<file path="src/hdl/dcwg_pkg.sv">
`timescale 1ns / 1ps
// ----------------------------------------------------------------------------
// dcwg_pkg
// Types and constants shared by the drive command watchdog gate.
// ----------------------------------------------------------------------------
package dcwg_pkg;

  localparam int SPEED_WIDTH  = 16;
  localparam int SOURCE_WIDTH = 3;
  localparam int LIMIT_WIDTH  = 8;
  localparam int COUNT_WIDTH  = LIMIT_WIDTH + 1;

  // Sources at or above this are not valid senders.
  localparam logic [SOURCE_WIDTH:0] SOURCE_COUNT = (SOURCE_WIDTH + 1)'(8);

  localparam logic [LIMIT_WIDTH-1:0] LIMIT_RESET = LIMIT_WIDTH'(10);
  localparam logic [SOURCE_WIDTH-1:0] NO_SOURCE = '0;

  typedef enum logic [1:0] {
    KIND_TICK   = 2'd0,
    KIND_CMD    = 2'd1,
    KIND_SOURCE = 2'd2,
    KIND_ESTOP  = 2'd3
  } kind_t;

  typedef enum logic [1:0] {
    ACT_NONE  = 2'd0,
    ACT_DRIVE = 2'd1,
    ACT_STOP  = 2'd2
  } action_t;

  typedef struct packed {
    kind_t                          kind;
    logic [SOURCE_WIDTH-1:0]        source;
    logic signed [SPEED_WIDTH-1:0]  left_cmd;
    logic signed [SPEED_WIDTH-1:0]  right_cmd;
    logic                           engage;
  } in_item_t;

  typedef struct packed {
    action_t                        motor_action;
    logic signed [SPEED_WIDTH-1:0]  left_drive;
    logic signed [SPEED_WIDTH-1:0]  right_drive;
    logic                           accepted;
    logic                           timed_out;
    logic                           display_notify;
    logic                           stop_engaged;
  } out_item_t;

endpackage

</file>
<file path="src/hdl/dcwg_core.sv">
`timescale 1ns / 1ps
// ----------------------------------------------------------------------------
// dcwg_core
// Watchdog state and the single-pass update for one transaction.
// ----------------------------------------------------------------------------
module dcwg_core (
  input  logic                                clk,
  input  logic                                rst,
  input  logic                                cfg_we,
  input  logic [dcwg_pkg::LIMIT_WIDTH-1:0]    cfg_wdata,
  input  logic                                step,
  input  dcwg_pkg::in_item_t                  item,
  output dcwg_pkg::out_item_t                 result
);
  import dcwg_pkg::*;

  logic [LIMIT_WIDTH-1:0]         timeout_limit;
  logic [SOURCE_WIDTH-1:0]        active_source, active_source_next;
  logic                           stop_latched, stop_latched_next;
  logic [COUNT_WIDTH-1:0]         tick_count, tick_count_next;
  logic signed [SPEED_WIDTH-1:0]  left_target, left_target_next;
  logic signed [SPEED_WIDTH-1:0]  right_target, right_target_next;

  logic [COUNT_WIDTH-1:0] limit_ext;
  logic [COUNT_WIDTH-1:0] limit_sat;
  logic [COUNT_WIDTH-1:0] count_inc;
  logic                   src_ok;
  action_t                action;
  logic                   acc;
  logic                   notify;

  assign limit_ext = {1'b0, timeout_limit};
  assign limit_sat = limit_ext + COUNT_WIDTH'(1);
  assign count_inc = (tick_count < limit_sat) ? tick_count + COUNT_WIDTH'(1) : tick_count;
  assign src_ok    = ({1'b0, item.source} < SOURCE_COUNT);

  always_comb begin
    active_source_next = active_source;
    stop_latched_next  = stop_latched;
    tick_count_next    = tick_count;
    left_target_next   = left_target;
    right_target_next  = right_target;
    action             = ACT_NONE;
    acc                = 1'b0;
    notify             = 1'b0;
    case (item.kind)
      KIND_TICK: begin
        tick_count_next = count_inc;
        if (count_inc >= limit_ext) begin
          left_target_next  = '0;
          right_target_next = '0;
        end
        action = stop_latched ? ACT_STOP : ACT_DRIVE;
      end
      KIND_CMD: begin
        if (src_ok && item.source == active_source && !stop_latched) begin
          left_target_next  = item.left_cmd;
          right_target_next = item.right_cmd;
          tick_count_next   = '0;
          acc               = 1'b1;
        end
      end
      KIND_SOURCE: begin
        active_source_next = src_ok ? item.source : NO_SOURCE;
        left_target_next   = '0;
        right_target_next  = '0;
        tick_count_next    = '0;
        action             = ACT_STOP;
      end
      KIND_ESTOP: begin
        if (item.engage) begin
          stop_latched_next = 1'b1;
          left_target_next  = '0;
          right_target_next = '0;
          action            = ACT_STOP;
        end else begin
          stop_latched_next = 1'b0;
          tick_count_next   = '0;
        end
        notify = 1'b1;
      end
      default: begin
        action = ACT_NONE;
      end
    endcase
  end

  always_comb begin
    result.motor_action   = action;
    result.left_drive     = (action == ACT_DRIVE) ? left_target_next : '0;
    result.right_drive    = (action == ACT_DRIVE) ? right_target_next : '0;
    result.accepted       = acc;
    result.timed_out      = (tick_count_next >= limit_ext);
    result.display_notify = notify;
    result.stop_engaged   = stop_latched_next;
  end

  always_ff @(posedge clk) begin
    if (rst) begin
      timeout_limit <= LIMIT_RESET;
      active_source <= NO_SOURCE;
      stop_latched  <= 1'b0;
      tick_count    <= '0;
      left_target   <= '0;
      right_target  <= '0;
    end else begin
      if (cfg_we) begin
        timeout_limit <= cfg_wdata;
      end
      if (step) begin
        active_source <= active_source_next;
        stop_latched  <= stop_latched_next;
        tick_count    <= tick_count_next;
        left_target   <= left_target_next;
        right_target  <= right_target_next;
      end
    end
  end

endmodule

</file>
<file path="src/hdl/drive_command_watchdog_gate_top.sv">
`timescale 1ns / 1ps
// ----------------------------------------------------------------------------
// drive_command_watchdog_gate_top
// Watchdog gate between drive speed commands and the two motor sides.
// ----------------------------------------------------------------------------
// Usage:
//   Input channel (in_valid / in_ready / in_data) carries one transaction per
//   tick, speed command, source change or emergency stop. Every input
//   transaction yields exactly one output transaction on out_valid /
//   out_ready / out_data, in order.
//   Path: an accepted transaction is registered in the input stage, and its
//   result is then registered in the result stage, where out_valid goes high.
//   Throughput: one transaction per cycle; the watchdog state update is a
//   short compare/select path between the input register and the result
//   register, so a new input is taken every cycle while the output drains.
//   Stall: while out_ready is low the result register holds; one more item
//   waits in the input register, then in_ready drops.
//   Reset (rst, synchronous): both stages empty, no active source, stop
//   released, watchdog count and targets zero, timeout_limit = 10.
//   cfg_we / cfg_wdata write timeout_limit; write only while idle.
// ----------------------------------------------------------------------------
module drive_command_watchdog_gate_top (
  input  logic                             clk,
  input  logic                             rst,
  input  logic                             cfg_we,
  input  logic [dcwg_pkg::LIMIT_WIDTH-1:0] cfg_wdata,
  input  logic                             in_valid,
  output logic                             in_ready,
  input  dcwg_pkg::in_item_t               in_data,
  output logic                             out_valid,
  input  logic                             out_ready,
  output dcwg_pkg::out_item_t              out_data
);
  import dcwg_pkg::*;

  // Input stage
  in_item_t  in_q;
  logic      in_q_valid;
  // Result stage
  out_item_t result;
  logic      step;

  // Process the held item whenever the result register is free or draining.
  assign step     = in_q_valid && (!out_valid || out_ready);
  assign in_ready = !in_q_valid || step;

  always_ff @(posedge clk) begin
    if (rst) begin
      in_q_valid <= 1'b0;
    end else if (in_ready) begin
      in_q_valid <= in_valid;
    end
  end

  // Payload register, no reset needed.
  always_ff @(posedge clk) begin
    if (in_valid && in_ready) begin
      in_q <= in_data;
    end
  end

  dcwg_core u_core (
    .clk       (clk),
    .rst       (rst),
    .cfg_we    (cfg_we),
    .cfg_wdata (cfg_wdata),
    .step      (step),
    .item      (in_q),
    .result    (result)
  );

  always_ff @(posedge clk) begin
    if (rst) begin
      out_valid <= 1'b0;
    end else if (step) begin
      out_valid <= 1'b1;
    end else if (out_ready) begin
      out_valid <= 1'b0;
    end
  end

  always_ff @(posedge clk) begin
    if (step) begin
      out_data <= result;
    end
  end

endmodule

</file>
<file path="config.mk">
export PLATFORM = sky130hd
export DESIGN_NAME = drive_command_watchdog_gate_top
export DESIGN_NICKNAME = d
export VERILOG_FILES = /design/src/hdl/dcwg_pkg.sv /design/src/hdl/dcwg_core.sv /design/src/hdl/drive_command_watchdog_gate_top.sv
export SDC_FILE = /design/constraint.sdc
export NUM_CORES = 1
export LEC_CHECK = 0
export BUFFER_PORTS_ARGS = -buffer_cell sky130_fd_sc_hd__clkbuf_2
export CAP_MARGIN = 20
export CORE_MARGIN = 2
export CORE_UTILIZATION = 30
export CTS_BUF_LIST = sky130_fd_sc_hd__clkbuf_4 sky130_fd_sc_hd__clkbuf_8
export DETAILED_ROUTE_END_ITERATION = 8
export PLACE_DENSITY_LB_ADDON = 0.12
export SETUP_SLACK_MARGIN = 0.1
export SYNTH_ARGS = -nofsm -noshare
export SYNTH_HDL_FRONTEND = slang
export SYNTH_HIERARCHICAL = 1
export SYNTH_SLANG_ARGS = --single-unit
</file>
<file path="constraint.sdc">
create_clock -name clk -period 11.7 [get_ports clk]
set_input_delay 2.34 -clock clk [delete_from_list [all_inputs] [get_ports clk]]
set_output_delay 2.34 -clock clk [all_outputs]
set_load 0.03 [all_outputs]
</file>
## Word-level counts from Yosys, hierarchy flattened

Index checks and enable logic that the tools add are counted.

- ROM bits: 0
- Register bits after elaboration: 131
- Output and inout port bits: 40
- Bits in latches: 0
- Memories kept: 0
- RAM bits: 0
- Input port bits: 51
- Logic and storage cells: 62

- Multipliers: 0
- $lt $le $gt $ge: 3
- Equal/unequal tests: 5
- Shift-type cells: 0
- Multiplexer cells: 21
- Divide/modulo/power cells: 0
- Add/sub/neg operators: 2
- Reduce and logical (&&, ||, !) cells: 11
- Bitwise logic cells: 0

Operator list:

| kind | count |
|---|---|
| one-hot mux 16 bit (4 select lines) | 2 |
| two-way mux 16 bit | 6 |
| one-hot mux 9 bit (4 select lines) | 1 |
| two-way mux 9 bit | 3 |
| >= comparator 9 x 8 -> 1 bit | 2 |
| adder 8 x 1 -> 9 bit, second input constant | 1 |
| adder 9 x 1 -> 9 bit, second input constant | 1 |
| less-than comparator 9 bit | 1 |
| two-way mux 1 bit | 6 |
| one-hot mux 2 bit (3 select lines) | 1 |
| equality test 2 x 1 -> 1 bit, second input constant | 2 |
| equality test 2 bit, second input constant | 2 |
| two-way mux 2 bit | 2 |
| equality test 3 bit | 1 |
| logical AND 1 bit | 3 |
| zero test 1 bit | 3 |
| zero test 2 bit | 1 |
| logical OR 1 bit | 2 |
| AND reduction 2 bit | 1 |
| nonzero test 2 bit | 1 |

## Depth between registers and ports, before layout

Gate-level depths: netlist of run 1.

- Depth in word-level cells: 6
- Depth in mapped cells: 19
- Gate-level depth less buffers: 18

## Modules after synthesis

Netlist of run 1, hierarchy kept.

Modules (own cells, without submodules):

| module | cells each | instances | seq. area each (um^2) | area an instance (um^2) |
|---|---|---|---|---|
| dcwg_core | 367 | 1 | 1,061.0 | 3,191.8 |
| drive_command_watchdog_gate_top | 86 | 1 | 2,322.2 | 2,386.0 |

## Least setup slack after synthesis of run 1

Ideal clock, no wire load.

- Kind: input to output
- Start point: in out_ready
- End point: out in_ready
- Required time: 9.360 ns
- Slack: 6.816 ns
- Cell stages on the path: 1
- Buffers on the path: 0
- Data arrival time: 2.544 ns
- Cells stage by stage: nand3b_4

- Word-level cells in the longest chain between the ends: 3

Ends and longest elaborated chain:

| element | line | RTL |
|---|---|---|
| from (decl) | drive_command_watchdog_gate_top.sv:31 | `input logic out_ready,` |
| logical OR 1 bit | drive_command_watchdog_gate_top.sv:44 | `assign step = in_q_valid && (!out_valid \|\| out_ready);` |
| logical AND 1 bit | drive_command_watchdog_gate_top.sv:44 |  |
| logical OR 1 bit | drive_command_watchdog_gate_top.sv:45 | `assign in_ready = !in_q_valid \|\| step;` |
| to (decl) | drive_command_watchdog_gate_top.sv:28 | `output logic in_ready,` |

Every way passes these cells.

## Worst setup path after layout of run 1

- Start point: reg u_core.timeout_limit[0]
- End point: reg out_data[23] (netlist bit), data pin

- Word-level cells in the longest chain between the ends: 6

Ends and longest elaborated chain:

| element | line | RTL |
|---|---|---|
| from (decl) | dcwg_core.sv:17 | `logic [LIMIT_WIDTH-1:0] timeout_limit;` |
| from (signal assigned) | dcwg_core.sv:108 | `timeout_limit <= cfg_wdata;` |
| adder 8 x 1 -> 9 bit | dcwg_core.sv:33 | `assign limit_sat = limit_ext + COUNT_WIDTH'(1);` |
| less-than comparator 9 bit | dcwg_core.sv:34 | `assign count_inc = (tick_count < limit_sat) ? tick_count + COUNT_WIDTH'(1) : tick_count;` |
| two-way mux 9 bit | dcwg_core.sv:34 |  |
| >= comparator 9 x 8 -> 1 bit (*) | dcwg_core.sv:49 | `if (count_inc >= limit_ext) begin` |
| two-way mux 16 bit (*) | dcwg_core.sv:49 |  |
| one-hot mux 16 bit (4 select lines) (*) | dcwg_core.sv:46 | `case (item.kind)` |
| to (signal assigned) | drive_command_watchdog_gate_top.sv:84 | `out_data <= result;` |
| to (decl) | drive_command_watchdog_gate_top.sv:32 | `output dcwg_pkg::out_item_t out_data` |

Every way passes the cells marked *; elsewhere a longest branch is shown, timed or not.
A chain may end at the register's enable or synchronous reset.

==> results of run 1 <==
metal layers:
metal / routed length (um) / share of wire (%)
met2: 6200 / 49
met5: 0 / 0
met1: 5690 / 45
met4: 142 / 1.1
met3: 676 / 5.3
where the power goes:
| group | switching (mW) | internal, mW | total, mW | leakage (nW) |
|---|---|---|---|---|
| registers | 0.00811 | 0.504 | 0.512 | 1.17 |
| clock network | 0.189 | 0.217 | 0.406 | 0.205 |
| logic | 0.0464 | 0.0218 | 0.0682 | 1.34 |
cells in the final DEF, fill, tap and decap left out, types with 2 or more instances in the layout:
cell type	n
nand2b_1	3
a21o_1	6
a22o_1	33
and3_1	4
xnor2_1	16
and4_1	7
nand3_1	22
o211ai_1	3
bufinv_16	3
inv_1	21
o21ai_0	13
buf_4	2
clkbuf_2	90
ha_1	26
clkinv_4	4
mux2i_1	10
or3_1	7
nand2_1	25
o21a_1	2
a21oi_1	19
nand4_1	9
dfxtp_1	55
a31oi_1	2
nor3_1	4
nor2_1	16
edfxtp_1	76
clkbuf_8	17
clkinvlp_4	3
o31ai_1	5
inv_6	2
and2_1	27
cell type report:
| cell class | instances | share of cell area, % |
|---|---|---|
| diodes | 1 | 0.0378 |
| clock buffers | 18 | 3.64 |
| clock inverters | 14 | 2.74 |
| inverters | 21 | 1.19 |
| multi-input cells | 276 | 30.0 |
| flip-flops and latches | 131 | 51.1 |
| well taps | 229 | 4.32 |
| repair buffers | 92 | 7.03 |
critical path, stage by stage, from the launching register on:
cell	delay, ns
dfxtp_1	0.47
ha_1	0.23
nand3_1	0.14
nor3_1	0.25
nand3_1	0.13
ha_1	0.33
a21oi_1	0.15
o21ai_0	0.20
a211oi_4	0.64
nand4_1	0.32
xnor2_1	0.21
ha_1	0.30
a21o_1	0.18
a21o_1	0.16
a21oi_1	0.13
o311a_1	0.33
and3_1	0.79
and2_1	0.23
logic make-up (layout without fill, tap and decap cells):
| kind of cell | count (synthesis) | count (layout) | share of synthesized area [%] |
|---|---|---|---|
| flip-flops | 131 | 131 | 60.7 |
| AND/OR/NAND/NOR | 129 | 129 | 12.7 |
| AO/OA/AOI/OAI | 95 | 95 | 12.7 |
| buffers and inverters | 46 | 145 | 3.86 |
| adder cells (fa/ha/maj) | 26 | 26 | 5.83 |
| XOR/XNOR | 16 | 16 | 2.51 |
| multiplexers | 10 | 10 | 1.79 |
| other | 0 | 1 | 0 |
how the worst max path moves through the flow:
stage	from	endpoint	slack, ns	depth (start not counted)
2_1_floorplan	out_ready	in_ready	6.82	1
3_3_place_gp	out_ready	in_ready	6.59	3
3_5_place_dp	u_core/timeout_limit[0]	out_data[21]	6.35	17
4_1_cts	u_core/timeout_limit[0]	out_data[21]	6.35	17
5_1_grt	u_core/timeout_limit[0]	out_data[20]	5.86	17
6_report	u_core/timeout_limit[0]	out_data[23]	6.35	17
per-stage QoR:
step | power (mW) | utilization [%]
2_1_floorplan | 0.566 | -
3_3_place_gp | 0.591 | 34.3
3_5_place_dp | 0.592 | 34.3
4_1_cts | 1.00 | 36.6
5_1_grt | 1.03 | 36.6
6_report | 0.986 | 36.6
flip-flops by register name, indices dropped and copies added, names as in the netlist:
| signal | count |
|---|---|
| in_q_valid | 1 |
| u_core/stop_latched | 1 |
| u_core/left_target | 16 |
| out_data | 38 |
| out_valid | 1 |
| u_core/timeout_limit | 8 |
| u_core/active_source | 3 |
| in_q | 38 |
| u_core/tick_count | 9 |
| u_core/right_target | 16 |
==> flow_metrics.env, run 1 <==
export IMPL_ctsHoldBuffers=0
export IMPL_cts_setup_buffers=0
export IMPL_clk_path_buf_depth=2
export IMPL_drc=0
export IMPL_grt_first_pass_wirelength_um=20400
export IMPL_ys_flop_type="edfxtp_1"
export IMPL_fp_dieW_um=140
export IMPL_synth_area_leaders="edfxtp_1, dfxtp_1, ha_1"
export IMPL_yosys_cell_types_count=45
export IMPL_fin_worst_skew_ns=0.0118
export IMPL_final_cell_count_no_fill=782
export IMPL_syn_area_mm2=0.00558
export IMPL_pwr_density_cell_mw_per_mm2=149
export IMPL_dp_cells=749
export IMPL_r2r_slack_ns=6.35
export IMPL_cap_violations=0
export IMPL_worstMarginPinSlew_ns=0.890
export IMPL_min_path_cells=1
export IMPL_yosysWarnings=6
export IMPL_clock_latency_ns=0.44
export IMPL_nets=616
export IMPL_cts_tree="yes"
export IMPL_fin_ws_ns=6.35
export IMPL_setup_violations_final=0
export IMPL_yosysTopAreaCellShare_pct=40.9
export IMPL_criticalPathCategory="reg2reg"
export IMPL_grt_busiest_layer="met2"
export IMPL_max_slew_margin_pct=40.7
export IMPL_ctsResizeCount=0
export IMPL_n_fill_cell=1786
export IMPL_ys_seq_area_share_pct=60.7
export IMPL_cts_max_level=4
export IMPL_hold_path_class="reg2reg"
export IMPL_min_to="u_core/left_target[6]"
export IMPL_placed_cell_area_mm2=0.00620
export IMPL_startpoint_type="flop"
export IMPL_cts_sinks=131
export IMPL_grt_usage_pct=13.4
export IMPL_cp_arrival_ns=5.65
export IMPL_postLayoutCellArea_mm2=0.00663
export IMPL_initial_core_util_pct=30.8
export IMPL_hold_viol=0
export IMPL_numPortBuffers=90
export IMPL_dp_hpwl_um=8550
export IMPL_clk_pin_slew_worst_paths_ns=0.08
export IMPL_vias=3740
export IMPL_use_met1_pct=16.6
export IMPL_syn_inst=453
export IMPL_ant_nets=0
export IMPL_core_area_mm2=0.0181
export IMPL_rsz0062_at_grt="false"
export IMPL_wirelength_um=12700
export IMPL_use_met2_pct=22.0
export IMPL_synth_edff_count=76
export IMPL_tns_ns=0
export IMPL_ys_ff_latch=131
export IMPL_numCtsBuffers=17
export IMPL_run_status="finished, final reports clean"
export IMPL_die_area_mm2=0.0197
export IMPL_fmax_ghz=0.187
export IMPL_dpl_worst_slack_ns=6.35
export IMPL_rows=49
export IMPL_area_growth_pct=18.8
export IMPL_leakagePower_nw=2.72
export IMPL_ff_latch_area_mm2=0.00338
export IMPL_yosysMostFrequentCell="edfxtp_1"
export IMPL_async_flop_share_pct=0
export IMPL_overflow=0
export IMPL_grt_pass1_vias=3807
export IMPL_finalCritPeriodShare_pct=45.8
export IMPL_min_period_ns=5.35
export IMPL_slew_viol_final=0
export IMPL_grt_max_degree=45
export IMPL_synth_common_cells="edfxtp_1, dfxtp_1, a22o_1"
export IMPL_gp_congestion=0.807
export IMPL_drt_iter0_drc=149
export IMPL_critical_path_required_ns=12.00
export IMPL_clock_root_buffer="clkbuf_8"
export IMPL_viasPerCell=4.78
export IMPL_gr_usage_met3_pct=4.44
export IMPL_antenna_found_initial=0
export IMPL_boundaryPins=91
export IMPL_avgSynthCellArea_um2=12.3
export IMPL_critPathMaxFanout=27
export IMPL_multi_input_area_mm2=0.00199
export IMPL_drtPass1Iterations=6
export IMPL_r2r_start="u_core/timeout_limit[0]"
export IMPL_drive_gt1_share_pct=24.3
export IMPL_synth_nets=530
export IMPL_hp_start="in_q[23]"
export IMPL_die_h_um=140
export IMPL_cp_end_kind="flop"
export IMPL_ir_worst_vdd_mv=0.0737
export IMPL_r2r_end="out_data[23]"
export IMPL_wl_per_cell_um=16.2
export IMPL_synth_area_leader_cell="edfxtp_1"
export IMPL_rr_worst_depth=17
export IMPL_whs_ns=0.463
Note: power is estimated with default switching activity, not from simulation.
==> run 2, diff against run 1 <==
clock period = 4.6 ns   (was 11.7 ns; I/O delays follow)
==> run 2 against run 1 <==
Design area increased by 2.0%. Global-route usage rose by 0.27 points. Setup slack worse by 6.0 ns. Highest routed layer unchanged. Critical path depth rose by 1. First-iteration DRC count is 23% higher. Wire length up 2.0%. Register-to-register slack lost 6.0 ns. Combinational power rose to 2.7 times the previous value. Clock skew increased by 0.0012 ns. Clock power increased by 130%. Via count up 0.35%.
==> flow_metrics.env, run 2 (synthesis results as in run 1) <==
export IMPL_leakagePower_nw=2.80
export IMPL_clk_path_buf_depth=2
export IMPL_min_to="u_core/left_target[2]"
export IMPL_clock_latency_ns=0.45
export IMPL_fmax_ghz=0.235
export IMPL_cap_violations=0
export IMPL_use_met2_pct=22.2
export IMPL_min_period_ns=4.26
export IMPL_clock_root_buffer="clkbuf_8"
export IMPL_run_status="finished, final reports clean"
export IMPL_pwr_density_cell_mw_per_mm2=359
export IMPL_cts_max_level=4
export IMPL_final_cell_mix="clkbuf_2, edfxtp_1, dfxtp_1, a22o_1, and2_1"
export IMPL_fp_dieW_um=140
export IMPL_cts_sinks=131
export IMPL_numCtsBuffers=17
export IMPL_critical_path_required_ns=4.80
export IMPL_hold_viol=0
export IMPL_clk_pin_slew_worst_paths_ns=0.08
export IMPL_gr_usage_met3_pct=4.10
export IMPL_dp_hpwl_um=9060
export IMPL_slew_viol_final=0
export IMPL_ir_worst_vdd_mv=0.234
export IMPL_dp_cells=760
export IMPL_fin_worst_skew_ns=0.0130
export IMPL_drtPass1Iterations=4
export IMPL_rows=49
export IMPL_numPortBuffers=90
export IMPL_area_growth_pct=21.1
export IMPL_worstMarginPinSlew_ns=0.626
export IMPL_drt_iter0_drc=183
export IMPL_rsz0062_at_grt="false"
export IMPL_r2r_end="out_data[28]"
export IMPL_drc=0
export IMPL_reg_top3="in_q (38), out_data (38)"
export IMPL_r2r_slack_ns=0.34
export IMPL_overflow=0
export IMPL_ant_nets=0
export IMPL_gp_congestion=0.870
export IMPL_cp_arrival_ns=4.46
export IMPL_grt_max_degree=39
export IMPL_critPathMaxFanout=7
export IMPL_grt_pass1_vias=3792
export IMPL_ctsHoldBuffers=0
export IMPL_grt_busiest_layer="met2"
export IMPL_n_antenna_cell=0
export IMPL_wl_per_cell_um=16.2
export IMPL_cp_end_kind="flop"
export IMPL_rr_worst_depth=18
export IMPL_grt_usage_pct=13.7
export IMPL_max_slew_margin_pct=58.3
export IMPL_grt_first_pass_wirelength_um=20600
export IMPL_hold_path_class="reg2reg"
export IMPL_criticalPathCategory="reg2reg"
export IMPL_final_cell_count_no_fill=798
export IMPL_startpoint_type="flop"
export IMPL_nets=633
export IMPL_drive_gt1_share_pct=27.8
export IMPL_tns_ns=0
export IMPL_min_path_cells=1
export IMPL_die_h_um=140
export IMPL_core_area_mm2=0.0181
export IMPL_hp_start="in_q[19]"
export IMPL_cts_tree="yes"
export IMPL_viasPerCell=4.70
export IMPL_dpl_worst_slack_ns=0.148
export IMPL_fin_ws_ns=0.343
export IMPL_finalCritPeriodShare_pct=92.5
export IMPL_boundaryPins=91
export IMPL_setup_violations_final=0
export IMPL_initial_core_util_pct=30.8
export IMPL_final_common_cell="clkbuf_2"
export IMPL_antenna_found_initial=0
export IMPL_vias=3753
export IMPL_use_met1_pct=17.0
export IMPL_die_area_mm2=0.0197
export IMPL_r2r_start="u_core/timeout_limit[0]"
export IMPL_wirelength_um=13000
==> run 2: cell types whose count changed in the layout (fill, tap and decap cells not counted), sizes merged <==
cell and change:
diode -1, clkinvlp -2, buf +17, clkbuf -1
clkinv -1, bufinv -3, inv +7
==> run 2: cell type report <==
type	instances	area, um2
tap	229	287
sequential	131	3390
fill	1737	11300
clock buffer	17	234
clock inverter	15	136
inverter	21	78.8
timing repair buffer	109	618
multi-input combinational	276	2010
==> run 2: critical path, stage by stage (launching register included) <==
cell and delay (ns):
dfxtp_4 0.40, ha_1 0.20, nand3_1 0.15, nor3_2 0.25, nand3_1 0.11, ha_1 0.33
a21oi_1 0.15, o21ai_1 0.15, a211oi_4 0.35, buf_4 0.19, buf_4 0.13, nand2_1 0.13
xnor2_1 0.17, ha_1 0.30, a211oi_2 0.07, o311a_4 0.40, and3_2 0.25, buf_4 0.16
and2_1 0.15
==> run 2: timing repair <==
action                                  CTS  global route
gates resized for setup                   0            10
endpoints found under the setup margin    0            65
setup buffers                             0             6
==> run 2: worst max path at each step <==
stage                         to                     from
floorplan           out_data[10]  u_core/timeout_limit[0]
global placement     out_data[2]  u_core/timeout_limit[0]
detailed placement   out_data[5]  u_core/timeout_limit[0]
CTS                  out_data[5]  u_core/timeout_limit[0]
global route         out_data[2]  u_core/timeout_limit[1]
finish              out_data[28]  u_core/timeout_limit[0]
==> run 2: stage by stage <==
step	hold WS (ns)	utilization (%)	total power, mW	area, um2
global route	0.482	37.4	2.53	6760
CTS	0.463	36.9	2.45	6680
finish	0.463	37.4	2.42	6760
floorplan	0.434	-	1.44	5580
global placement	0.447	34.9	1.51	6310
detailed placement	0.447	34.9	1.52	6310
==> run 2: where the power goes <==
part | switching (mW) | internal [mW]
clock | 0.537 | 0.398
sequential | 0.0210 | 1.28
combinational | 0.122 | 0.0628
total | 0.680 | 1.74
==> run 2: metal layers <==
layer	vias to the layer above	wire, um
li1	1875	-
met1	1779	5960
met2	83	6150
met3	16	589
met4	0	255
met5	-	0
==> run 3, diff against run 2 <==
REMOVE_ABC_BUFFERS = 1   (was not set)
==> run 3 against run 2 <==
Die area stayed put. Clock skew is 0.0022 ns higher. Design area decreased by 1.0%. Cell count decreased by 1.5%. Critical endpoint is now out_data[25]. Non-clock buffer count down 12. Power rose by 2.8%. Clock power increased by 8%. First-iteration DRC count rose by 6.0%.
==> flow_metrics.env, run 3 (synthesis results as in run 1) <==
export IMPL_die_h_um=140
export IMPL_core_area_mm2=0.0181
export IMPL_min_period_ns=4.10
export IMPL_cts_tree="yes"
export IMPL_clk_path_buf_depth=2
export IMPL_gp_congestion=0.812
export IMPL_critPathMostFrequentCell="ha_1"
export IMPL_startpoint_type="flop"
export IMPL_fin_worst_skew_ns=0.0152
export IMPL_ant_nets=0
export IMPL_area_growth_pct=19.9
export IMPL_viasPerCell=4.72
export IMPL_finalCritPeriodShare_pct=89.0
export IMPL_run_status="finished, final reports clean"
export IMPL_worstMarginPinSlew_ns=0.617
export IMPL_clock_latency_ns=0.44
export IMPL_clock_root_buffer="clkbuf_8"
export IMPL_drc=0
export IMPL_criticalPathCategory="reg2reg"
export IMPL_critical_path_slowest_cell="dfxtp_1"
export IMPL_vias=3707
export IMPL_n_antenna_cell=0
export IMPL_leakagePower_nw=2.76
export IMPL_nets=621
export IMPL_wl_met2_um=5780
export IMPL_postLayoutCellArea_mm2=0.00669
export IMPL_wl_per_cell_um=15.6
export IMPL_wl_met3_um=666
export IMPL_cp_top_family="compound AO/OA/AOI/OAI gates"
export IMPL_placed_cell_area_mm2=0.00626
export IMPL_power_total_mw=2.49
export IMPL_drtPass1Iterations=4
export IMPL_max_slew_margin_pct=58.7
export IMPL_cpPeakStageDelay_ns=0.38
export IMPL_clk_pin_slew_worst_paths_ns=0.08
export IMPL_highest_layer="met4"
export IMPL_fmax_ghz=0.244
export IMPL_reg_top3="in_q (38), out_data (38)"
export IMPL_cts_max_level=4
export IMPL_setup_violations_final=0
export IMPL_initial_core_util_pct=30.8
export IMPL_antenna_found_initial=0
export IMPL_slew_viol_final=0
export IMPL_critical_path_required_ns=4.90
export IMPL_path_buf_inv=2
export IMPL_final_common_cell="clkbuf_2"
export IMPL_drive_gt1_share_pct=25.1
export IMPL_grt_first_pass_wirelength_um=19900
export IMPL_pwr_density_cell_mw_per_mm2=372
export IMPL_wirelength_um=12300
export IMPL_drt_iter0_drc=194
export IMPL_crit_chain="ha_1 -> nand3_1 -> nor3_2 -> nand3_1 -> ha_1 -> a21oi_1 -> o21ai_1 -> a211oi_4 -> buf_6 -> nand4_1 -> xnor2_1 -> ha_1 -> a21o_1 -> a21o_1 -> a21oi_1 -> o311a_1 -> and3_1 -> buf_12 -> and2_1"
export IMPL_grt_usage_pct=13.2
export IMPL_rsz0062_at_grt="false"
export IMPL_hold_viol=0
export IMPL_critPathMaxFanout=26
export IMPL_fin_util_pct=37.0
export IMPL_rows=49
export IMPL_cap_violations=0
export IMPL_numCtsBuffers=17
export IMPL_ir_worst_vdd_mv=0.189
export IMPL_grt_max_degree=39
export IMPL_cts_sinks=131
export IMPL_dp_hpwl_um=8650
export IMPL_cp_arrival_ns=4.40
export IMPL_overflow=0
export IMPL_n_fill_cell=1756
export IMPL_final_cell_mix="clkbuf_2, edfxtp_1, dfxtp_1, a22o_1, and2_1"
export IMPL_ctsHoldBuffers=0
export IMPL_hold_path_class="reg2reg"
export IMPL_die_area_mm2=0.0197
export IMPL_fp_dieW_um=140
export IMPL_grt_pass1_vias=3676
export IMPL_numPortBuffers=90
export IMPL_cp_end_kind="flop"
export IMPL_wirelength_met1_um=5660
export IMPL_boundaryPins=91
-- run 3: area by class of cell --
cell class	count	area (um2)	share of cell area [%]
Inverter	21	78.8	1.18
Clock inverter	13	160	2.40
Clock buffer	19	249	3.72
Sequential cell	131	3380	50.6
Timing Repair Buffer	97	532	7.95
Multi-Input combinational cell	276	2000	29.9
Tap cell	229	287	4.29
-- run 3: final timing paths --
kind	startpoint	endpoint	slack [ns]	cells after the start
worst max-delay path	u_core/timeout_limit[1]	out_data[25]	0.50	19
worst max register to register	u_core/timeout_limit[1]	out_data[25]	0.50	19
worst min register to register	in_q[11]	u_core/right_target[10]	0.46	1
worst min-delay path	in_q[11]	u_core/right_target[10]	0.46	1
-- run 3: where the power goes --
| group | switching [mW] | internal (mW) |
|---|---|---|
| Sequential | 0.0192 | 1.28 |
| Combinational | 0.120 | 0.0616 |
| Clock | 0.458 | 0.548 |
-- run 3: worst reg2reg max path, cell delays in order, from the launching register on --
cell,delay (ns)
dfxtp_1,0.38
ha_1,0.20
nand3_1,0.14
nor3_2,0.19
nand3_1,0.11
ha_1,0.32
a21oi_1,0.15
o21ai_1,0.15
a211oi_4,0.19
buf_6,0.21
nand4_1,0.20
xnor2_1,0.19
ha_1,0.30
a21o_1,0.18
a21o_1,0.17
a21oi_1,0.14
o311a_1,0.22
and3_1,0.21
buf_12,0.17
and2_1,0.15
-- run 3: through the flow --
stage	std cells	hold slack (ns)	setup slack, ns	TNS, ns
2_1_floorplan	428	0.434	-0.0509	-1.63
3_3_place_gp	754	0.447	0.416	0
3_5_place_dp	754	0.446	0.278	0
4_1_cts	786	0.465	0.273	0
5_1_grt	786	0.480	0.106	0
6_report	786	0.460	0.505	0
-- run 3: what timing repair did --
item	CTS	global route
gates resized for setup	0	4
setup buffers	0	0
endpoints found under the hold margin	0	0
setup endpoints to repair	0	65
-- run 3: per-layer routing --
metal	GRT usage, %	vias up
met4	4.36	0
met3	4.27	13
li1	-	1854
met2	20.5	85
met1	17.4	1755
met5	0	-
